[src/rtl/bfp_pkg.sv]
// Package for the bit FIFO with peek: sizes, operation and status codes, word types.
`timescale 1ns / 1ps

package bfp_pkg;

    // Number of slots; the FIFO holds at most DEPTH-1 bits
    localparam int DEPTH = 256;
    localparam int PTR_W = (DEPTH > 2) ? $clog2(DEPTH) : 1;
    localparam int OFS_W = 8;
    localparam int CNT_OUT_W = 8;
    // Width that holds both an offset and a count for comparison
    localparam int CMP_W = (PTR_W > OFS_W) ? PTR_W : OFS_W;

    // Operation codes
    localparam logic [1:0] MODE_PUSH = 2'd0;
    localparam logic [1:0] MODE_POP  = 2'd1;
    localparam logic [1:0] MODE_PEEK = 2'd2;

    // Status codes
    localparam logic [1:0] ST_OK    = 2'd0;
    localparam logic [1:0] ST_FULL  = 2'd1;
    localparam logic [1:0] ST_EMPTY = 2'd2;
    localparam logic [1:0] ST_RANGE = 2'd3;

    typedef struct packed {
        logic [1:0]       mode;
        logic             push_bit;
        logic [OFS_W-1:0] peek_offset;
    } t_in_word;

    typedef struct packed {
        logic [1:0]           status;
        logic                 read_bit;
        logic [CNT_OUT_W-1:0] count;
        logic                 is_empty;
        logic                 is_full;
    } t_out_word;

endpackage

[src/rtl/bit_fifo_with_peek_unit.sv]
// Top level of the bit FIFO with peek: bit store, pointers, count and result pipeline.
`timescale 1ns / 1ps

// One-bit-wide circular FIFO with DEPTH slots that holds up to DEPTH-1 bits. Each input word
// is a push, a pop or a peek at an offset from the oldest bit, and yields exactly one result
// word with status, the bit read, the count after the operation and the empty/full flags.
// The bit store is a synchronous memory with a registered read: an operation is
// decided and the pointers move in the cycle it is accepted, the addressed slot is read at
// that edge, and the decided result waits in the middle stage until the output register is
// free or taken, then moves there. The unit takes one word per cycle as long as results
// are taken; the memory port serves one operation per cycle.
// Slots need no clearing after reset, as the read bit is forced to zero unless the read was allowed.
module bit_fifo_with_peek_unit
    import bfp_pkg::*;
(
    input  logic      i_clk,
    input  logic      i_rst_n,
    input  logic      i_in_valid,
    output logic      o_in_ready,
    input  t_in_word  i_in_word,
    output logic      o_out_valid,
    input  logic      i_out_ready,
    output t_out_word o_out_word
);

    // Bit store
    logic r_mem [DEPTH];

    logic [PTR_W-1:0] r_rd_ptr, n_rd_ptr;
    logic [PTR_W-1:0] r_wr_ptr, n_wr_ptr;
    logic [PTR_W-1:0] r_count, n_count;

    // Middle stage: decided result waiting for the memory read data
    logic                 r_s1_valid;
    logic [1:0]           r_s1_status;
    logic                 r_s1_read_ok;
    logic [CNT_OUT_W-1:0] r_s1_count;
    logic                 r_s1_empty;
    logic                 r_s1_full;
    logic                 r_rd_bit;

    logic      r_out_valid;
    t_out_word r_out_word;

    logic             accept;
    logic             s1_move;
    logic             is_empty_now;
    logic             is_full_now;
    logic [CMP_W-1:0] off_ext;
    logic             in_range;
    logic [PTR_W:0]   addr_sum;
    logic [PTR_W-1:0] rd_addr;
    logic             push_ok;
    logic             read_ok;
    logic             pop_ok;
    logic [1:0]       status;
    logic [PTR_W-1:0] rd_ptr_inc;
    logic [PTR_W-1:0] wr_ptr_inc;

    // Handshake: middle stage drains into the output register when that is free or taken
    assign s1_move    = r_s1_valid && (!r_out_valid || i_out_ready);
    assign o_in_ready = !r_s1_valid || s1_move;
    assign accept     = i_in_valid && o_in_ready;

    // Decide the operation against the current count
    assign is_empty_now = (r_count == '0);
    assign is_full_now  = (r_count == PTR_W'(DEPTH - 1));
    assign off_ext      = (i_in_word.mode == MODE_PEEK) ? CMP_W'(i_in_word.peek_offset) : '0;
    assign in_range     = off_ext < CMP_W'(r_count);

    // Wrap the read address; offset is below the count whenever it is used
    assign addr_sum = {1'b0, r_rd_ptr} + (PTR_W+1)'(off_ext);
    assign rd_addr  = (addr_sum >= (PTR_W+1)'(DEPTH)) ?
                      PTR_W'(addr_sum - (PTR_W+1)'(DEPTH)) : PTR_W'(addr_sum);

    assign rd_ptr_inc = (r_rd_ptr == PTR_W'(DEPTH - 1)) ? '0 : r_rd_ptr + 1'b1;
    assign wr_ptr_inc = (r_wr_ptr == PTR_W'(DEPTH - 1)) ? '0 : r_wr_ptr + 1'b1;

    always_comb begin
        status  = ST_OK;
        push_ok = 1'b0;
        read_ok = 1'b0;
        unique case (i_in_word.mode)
            MODE_PUSH: begin
                if (is_full_now) begin
                    status = ST_FULL;
                end else begin
                    push_ok = 1'b1;
                end
            end
            MODE_POP, MODE_PEEK: begin
                if (is_empty_now) begin
                    status = ST_EMPTY;
                end else if (!in_range) begin
                    status = ST_RANGE;
                end else begin
                    read_ok = 1'b1;
                end
            end
            default: begin
                status = ST_OK;
            end
        endcase
    end

    assign pop_ok = read_ok && (i_in_word.mode == MODE_POP);

    // Advance pointers and count
    always_comb begin
        n_rd_ptr = r_rd_ptr;
        n_wr_ptr = r_wr_ptr;
        n_count  = r_count;
        if (accept && push_ok) begin
            n_wr_ptr = wr_ptr_inc;
            n_count  = r_count + 1'b1;
        end
        if (accept && pop_ok) begin
            n_rd_ptr = rd_ptr_inc;
            n_count  = r_count - 1'b1;
        end
    end

    // Write the pushed bit, read the addressed slot
    always_ff @(posedge i_clk) begin
        if (accept && push_ok) begin
            r_mem[r_wr_ptr] <= i_in_word.push_bit;
        end
        if (accept) begin
            r_rd_bit <= r_mem[rd_addr];
        end
    end

    // Control state
    always_ff @(posedge i_clk) begin
        if (!i_rst_n) begin
            r_rd_ptr    <= '0;
            r_wr_ptr    <= '0;
            r_count     <= '0;
            r_s1_valid  <= 1'b0;
            r_out_valid <= 1'b0;
        end else begin
            r_rd_ptr <= n_rd_ptr;
            r_wr_ptr <= n_wr_ptr;
            r_count  <= n_count;
            if (accept) begin
                r_s1_valid <= 1'b1;
            end else if (s1_move) begin
                r_s1_valid <= 1'b0;
            end
            if (s1_move) begin
                r_out_valid <= 1'b1;
            end else if (i_out_ready) begin
                r_out_valid <= 1'b0;
            end
        end
    end

    // Hold the decided result, then merge the read bit into the output word
    always_ff @(posedge i_clk) begin
        if (accept) begin
            r_s1_status  <= status;
            r_s1_read_ok <= read_ok;
            r_s1_count   <= CNT_OUT_W'(n_count);
            r_s1_empty   <= (n_count == '0);
            r_s1_full    <= (n_count == PTR_W'(DEPTH - 1));
        end
        if (s1_move) begin
            r_out_word.status   <= r_s1_status;
            r_out_word.read_bit <= r_s1_read_ok & r_rd_bit;
            r_out_word.count    <= r_s1_count;
            r_out_word.is_empty <= r_s1_empty;
            r_out_word.is_full  <= r_s1_full;
        end
    end

    assign o_out_valid = r_out_valid;
    assign o_out_word  = r_out_word;

endmodule
[config.mk]
export PLATFORM = sky130hd
export DESIGN_NAME = bit_fifo_with_peek_unit
export DESIGN_NICKNAME = d
export VERILOG_FILES = /design/src/rtl/bfp_pkg.sv /design/src/rtl/bit_fifo_with_peek_unit.sv
export SDC_FILE = /design/constraint.sdc
export NUM_CORES = 1
export LEC_CHECK = 0
export ABC_CLOCK_PERIOD_IN_PS = 12900
export CAP_MARGIN = 15
export CORE_UTILIZATION = 37
export CTS_CLUSTER_DIAMETER = 30
export DETAILED_ROUTE_END_ITERATION = 12
export DONT_BUFFER_PORTS = 1
export PLACE_DENSITY = 0.59
export SETUP_SLACK_MARGIN = 0.05
export SLEW_MARGIN = 20
export SYNTH_ARGS = -nofsm -noshare
export SYNTH_HDL_FRONTEND = slang
export SYNTH_SLANG_ARGS = --single-unit
[constraint.sdc]
create_clock -name i_clk -period 12.9 [get_ports i_clk]
set_input_delay 2.58 -clock i_clk [delete_from_list [all_inputs] [get_ports i_clk]]
set_output_delay 2.58 -clock i_clk [all_outputs]
set_load 0.02 [all_outputs]
---- After elaboration in Yosys (flattened, before gate mapping) ----
Memory sizes are Yosys's and may differ from the RTL's. A register that Yosys moved wholly into a read port is not among the register bits.
Cells that the tools add are included.
Widths: inputs -> output; s select.
word-level totals
  logic and storage cells ................. 67
  flip-flop bits (word level) ............. 52
  memories ................................ 1
  memory bits (writable) .................. 256
  input port bits ......................... 15
memory list
  memory  words  width  rd ports  clocked after memory_dff  write ports  line                           text
  r_mem   256    1      1         1                         1            bit_fifo_with_peek_unit.sv:27  logic r_mem [DEPTH];
operators by class
  eq/ne operators ......................... 6
  muxes and demuxes ....................... 21
  order comparisons ....................... 2
  bitwise gates (word level) .............. 1
  add/sub/neg operators ................... 6
  reduce and logical (&&, ||, !) cells .... 15
operators with widths
  kind                 count
  $mux 8               6
  $eq 8x8->1 const B   4
  $add 8x1->8 const B  3
  $logic_not 8->1      2
  $sub 8x1->8 const B  2
  $mux 1               12
  $add 8x8->9          1
  $ge 9x9->1 const B   1
  $lt 8x8->1           1
  $logic_and 1x1->1    5
  $mux 2               2
  $pmux 2 s2           1
  $reduce_bool 2->1    2
  $eq 2x1->1 const B   1
  $eq 2x2->1 const B   1
  $logic_not 1->1      2
  $logic_not 2->1      1
  $logic_or 1x1->1     2
  $reduce_or 2->1      1
  $and 1x1->1          1

---- Depth between registers and ports, before layout ----
  depth in word-level cells ............... 10
  depth in mapped cells ................... 16
  gate-level depth less buffers ........... 14

---- Worst setup path after synthesis ----
Ideal clock, no wire load.
  path kind ............................... input port to flip-flop
  from .................................... in i_in_word[9] in the netlist's numbering
  to ...................................... reg r_rd_bit, read port of r_mem (data pin)
  slack ................................... 6.784 ns
  library setup time ...................... 0.264 ns
  stages .................................. 14
  arrival time ............................ 5.852 ns
  path buffers ............................ 3
  required time ........................... 12.636 ns
  cell sequence ........................... inv_1 > ha_1 > clkbuf_1 > and2_1 > ha_1 > inv_1 > fa_1 > clkbuf_1 > clkbuf_1 > mux4_2 > mux4_2 > a22oi_1 > and4_1 > nor3_2
between the ends
  word-level cells in the longest chain between the ends .. 5
  elaborated cells on any way between the ends .. 6
  those cells by class .................... add/sub: 2; order compare: 1; eq/ne: 1; mux: 2
RTL lines
  element                                           line                                                          text
  start, declared                                   bit_fifo_with_peek_unit.sv:20                                 input t_in_word i_in_word,
  $eq 2x2->1 *                                      bit_fifo_with_peek_unit.sv:68                                 assign off_ext = (i_in_word.mode == MODE_PEEK) ? CMP_W'(i_in_word.peek_offset) : '0;
  $mux 8 *                                          bit_fifo_with_peek_unit.sv:68
  $add 8x8->9 *                                     bit_fifo_with_peek_unit.sv:72                                 assign addr_sum = {1'b0, r_rd_ptr} + (PTR_W+1)'(off_ext);
  $sub 8x1->8 / $ge 9x9->1 (equally long branches)  bit_fifo_with_peek_unit.sv:74, bit_fifo_with_peek_unit.sv:73
  $mux 8 *                                          bit_fifo_with_peek_unit.sv:73                                 assign rd_addr = (addr_sum >= (PTR_W+1)'(DEPTH)) ?
  end, declared                                     bit_fifo_with_peek_unit.sv:40                                 logic r_rd_bit;
Mark *: on every way between the ends. The rest lies on a longest branch, timed or not.
A chain may end at the register's enable or synchronous reset.

---- Worst setup path after layout ----
Ends and elaborated chain as after synthesis.

==> impl_results.md <==
* Status: complete, no violations
* Unrepaired setup endpoints after global routing: false
* Routed wire per std cell at 20.4 µm
* Worst setup EP type: flip-flop
* Htree depth at 3
* Vias in the first global route at 8,860
* Crit path DAT at 6620 ps
* Critical Path RT at 13,200 ps
* Delay-heaviest family, CP: adder cells
* Clk_lat worst skew at 560 ps
* Die Wd at 198 µm
* Full die area at 39,300 µm²
* Buf+Inv Stages, Crit Path at 2
* CP Max Fanout at 64
* Layout Skew at 27.6 ps
* Core Util, Final at 44.6%
* Fraction of layout cells with a size suffix above 1 at 18.3%
* HP Class: flip-flop to flip-flop
* Max Cap Viol at 0
* Root Buffer: clkbuf_16
* Grt total ovfl at 0
* First-pass GRT wire length at 50,800 µm
* CP max-delay cell: fa_4
* Routability congestion estimate at 0.791
* CP peak stage delay at 1490 ps
* Pwr Density at 167 nW/µm²
* I/O Buffers at 0
* Slew Limit Fails at 0
* Synth Net Count at 1,080
* Routed Antenna Nets at 0
* DRC viols at 0
* Number of I/O pins at 30
* Post-synth ARST share at 0%
* Core region area at 37,800 µm²
* Post-route insts no fill at 1,608
* Initial DRT Pass Iterations at 4
* Critical path cell sequence: inv_1, ha_1, and2_1, ha_4, inv_1, fa_4, mux4_2, mux2i_1, mux2i_1, mux2i_1, a2111oi_0, a211oi_1, nor3_2
* Area Overhead vs Synth at 18.3%
* Setup Viol. Count Final at 0
* Synth Instances at 1,040
* DP HPWL at 18,100 µm
* Final Hold Fails at 0
* Hold buffer count at cts at 0
* Routed vias/inst at 5.30
* TritonCTS clock tree: done
* Fillcell total at 3,362
* Crit-path most repeated cell: mux2i_1
* Clock sinks at 309
* FF+latch count, synth at 309
* Crit path kind: input pin to flip-flop
* Synthesized area per cell at 13.7 µm²
* Gr usage total at 17.4%
* Largest net degree at the start of global routing at 257
* Final min period at 6320 ps
* Maximum VDD drop at 0.0000834 V
* Netlist Area Pre-Place at 14,200 µm²
* Ant. Diodes at 0
* Row count at 71
* DR iter-0 viols at 666
* Post-CTS Setup Repair Bufs at 0
* Setup TNS at 0 ps
* Layout Nets at 1,083
* Slew headroom at 26.3%
* Sequential area share after synthesis at 63.3%
* Initial core utilization at 37.7%
* Reg2reg setup slack at 8820 ps
* Total CTS buffers at 66
* Least-Margin Pin Slew at 1100 ps
* Post-CTS Resized at 0
* Synth Flop Type: edfxtp_1
* CTS max path bufs at 3
* Vias at 8,517
* Netlist cell types at 62
* Tcrit/Tclk final at 49.0%
* Syn. warnings at 0
* Max Freq at 0.158 GHz
* Number of flops mapped to enable cells by yosys at 283
* Most common cell after layout, fill and taps aside: edfxtp_1
* Worst-path clk slew at 50 ps
* Die Y at 198 µm
* Inst Count DP at 1,486
* Antenna violations before repair at 0
* Lkg Pwr at 5.41 nW
* Final WL at 32,800 µm
* Startpoint Class: input pin
* Most frequent cells in the layout: 283 x edfxtp_1, 278 x nor2_1, 72 x mux4_2
## layer usage
| metal | track usage (%) | vias up | share of wire, % |
|---|---|---|---|
| met1 | 21.2 | 4355 | 41 |
| met3 | 3.51 | 68 | 5.1 |
| met4 | 7.64 | 0 | 3.0 |
| met2 | 29.9 | 236 | 51 |
| li1 | - | 3858 | - |
| met5 | 0 | - | 0 |
## layout make-up
type / count / area [µm²] / share of cell area, %
Clock buffer: 77 / 1780 / 10.5
Clock inverter: 45 / 422 / 2.50
Inverter: 22 / 82.6 / 0.490
Multi-Input combinational cell: 639 / 4870 / 28.9
Sequential cell: 309 / 9020 / 53.5
Tap cell: 511 / 639 / 3.79
Timing Repair Buffer: 5 / 37.5 / 0.223
## state kept, by name (all words and copies together), names as in the netlist
register	flops
r_s1_empty	1
r_s1_count	8
o_out_valid	1
r_mem	256
r_count	8
o_out_word	13
r_wr_ptr	8
r_rd_bit	1
r_s1_read_ok	1
r_s1_status	2
r_rd_ptr	8
r_s1_full	1
r_s1_valid	1
## path summary, 6_finish.rpt
path,from,endpoint,cells past startpoint
max,i_in_word[9],r_rd_bit$_DFFE_PP_,13
min,r_s1_count[7]$_DFFE_PP_,o_out_word[9]$_DFFE_PP_,0
max reg2reg,r_rd_ptr[0]$_SDFFE_PN0N_,r_rd_bit$_DFFE_PP_,10
min reg2reg,r_s1_count[7]$_DFFE_PP_,o_out_word[9]$_DFFE_PP_,0
## where the power goes
part / internal, W / switching (W) / leakage (nW)
clock: 0.00109 / 0.000547 / 1.05
sequential: 0.00110 / 0.00000579 / 2.78
combinational: 0.0000352 / 0.0000411 / 1.58
## worst reg2reg max path, delay by kind of cell, from the launching register on
| kind | cells | cell delay, ps |
|---|---|---|
| multiplexers | 4 | 980 |
| buffers and inverters | 1 | 60 |
| adder cells (fa/ha/maj) | 2 | 1690 |
| AO/OA/AOI/OAI | 2 | 570 |
| AND/OR/NAND/NOR | 1 | 80 |
| flip-flops | 1 | 450 |
## kinds of logic (layout without fill, tap and decap cells)
kind of cell	Yosys count	after routing	synth area share (%)
fa+ha+maj	26	26	2.33
xor+xnor	25	25	1.82
buf+inv	92	149	2.65
flops	309	309	63.3
simple gates	427	427	13.1
compound gates	63	63	3.57
mux	98	98	13.2
## synth_stat cells, types with 3 or more instances
cell      instances  area (µm²)
mux4_2           72        1620
xor2_1            4        35.0
or3_1             4        25.0
clkbuf_1         54         203
nor2b_1          10        62.6
nand2_1          42         158
and3_1            7        43.8
edfxtp_1        283        8500
nand3_1          16        80.1
nor4_1            6        37.5
o211ai_1          4        30.0
ha_1             24         300
nor3_1           13        65.1
dfxtp_1          26         521
mux2i_1          23         230
a21o_1            3        22.5
mux2_2            3        33.8
nor2_1          278        1040
a31oi_1           4        25.0
a21boi_0          5        37.5
nand4_1          11        68.8
and4_1            5        43.8
a211oi_1          6        45.0
inv_1            21        78.8
nor3_2            3        30.0
xnor2_1          18         158
a21oi_1          10        50.1
a22oi_1           5        37.5
buf_2            11        55.1
o21ai_0           5        25.0
and2_1           24         150
## through the flow
| stage | worst slack (ps) | hold WS (ps) | instance area [µm²] | power (W) |
|---|---|---|---|---|
| after floorplan | 6780 | 400 | 14200 | 0.00119 |
| after global placement | 6030 | 403 | 14600 | 0.00120 |
| after detailed placement | 5990 | 405 | 14600 | 0.00120 |
| after CTS | 6570 | 414 | 16800 | 0.00285 |
| after global routing | 6300 | 422 | 16800 | 0.00290 |
| final | 6580 | 411 | 16800 | 0.00282 |
Power figures use the tool's default switching activity.
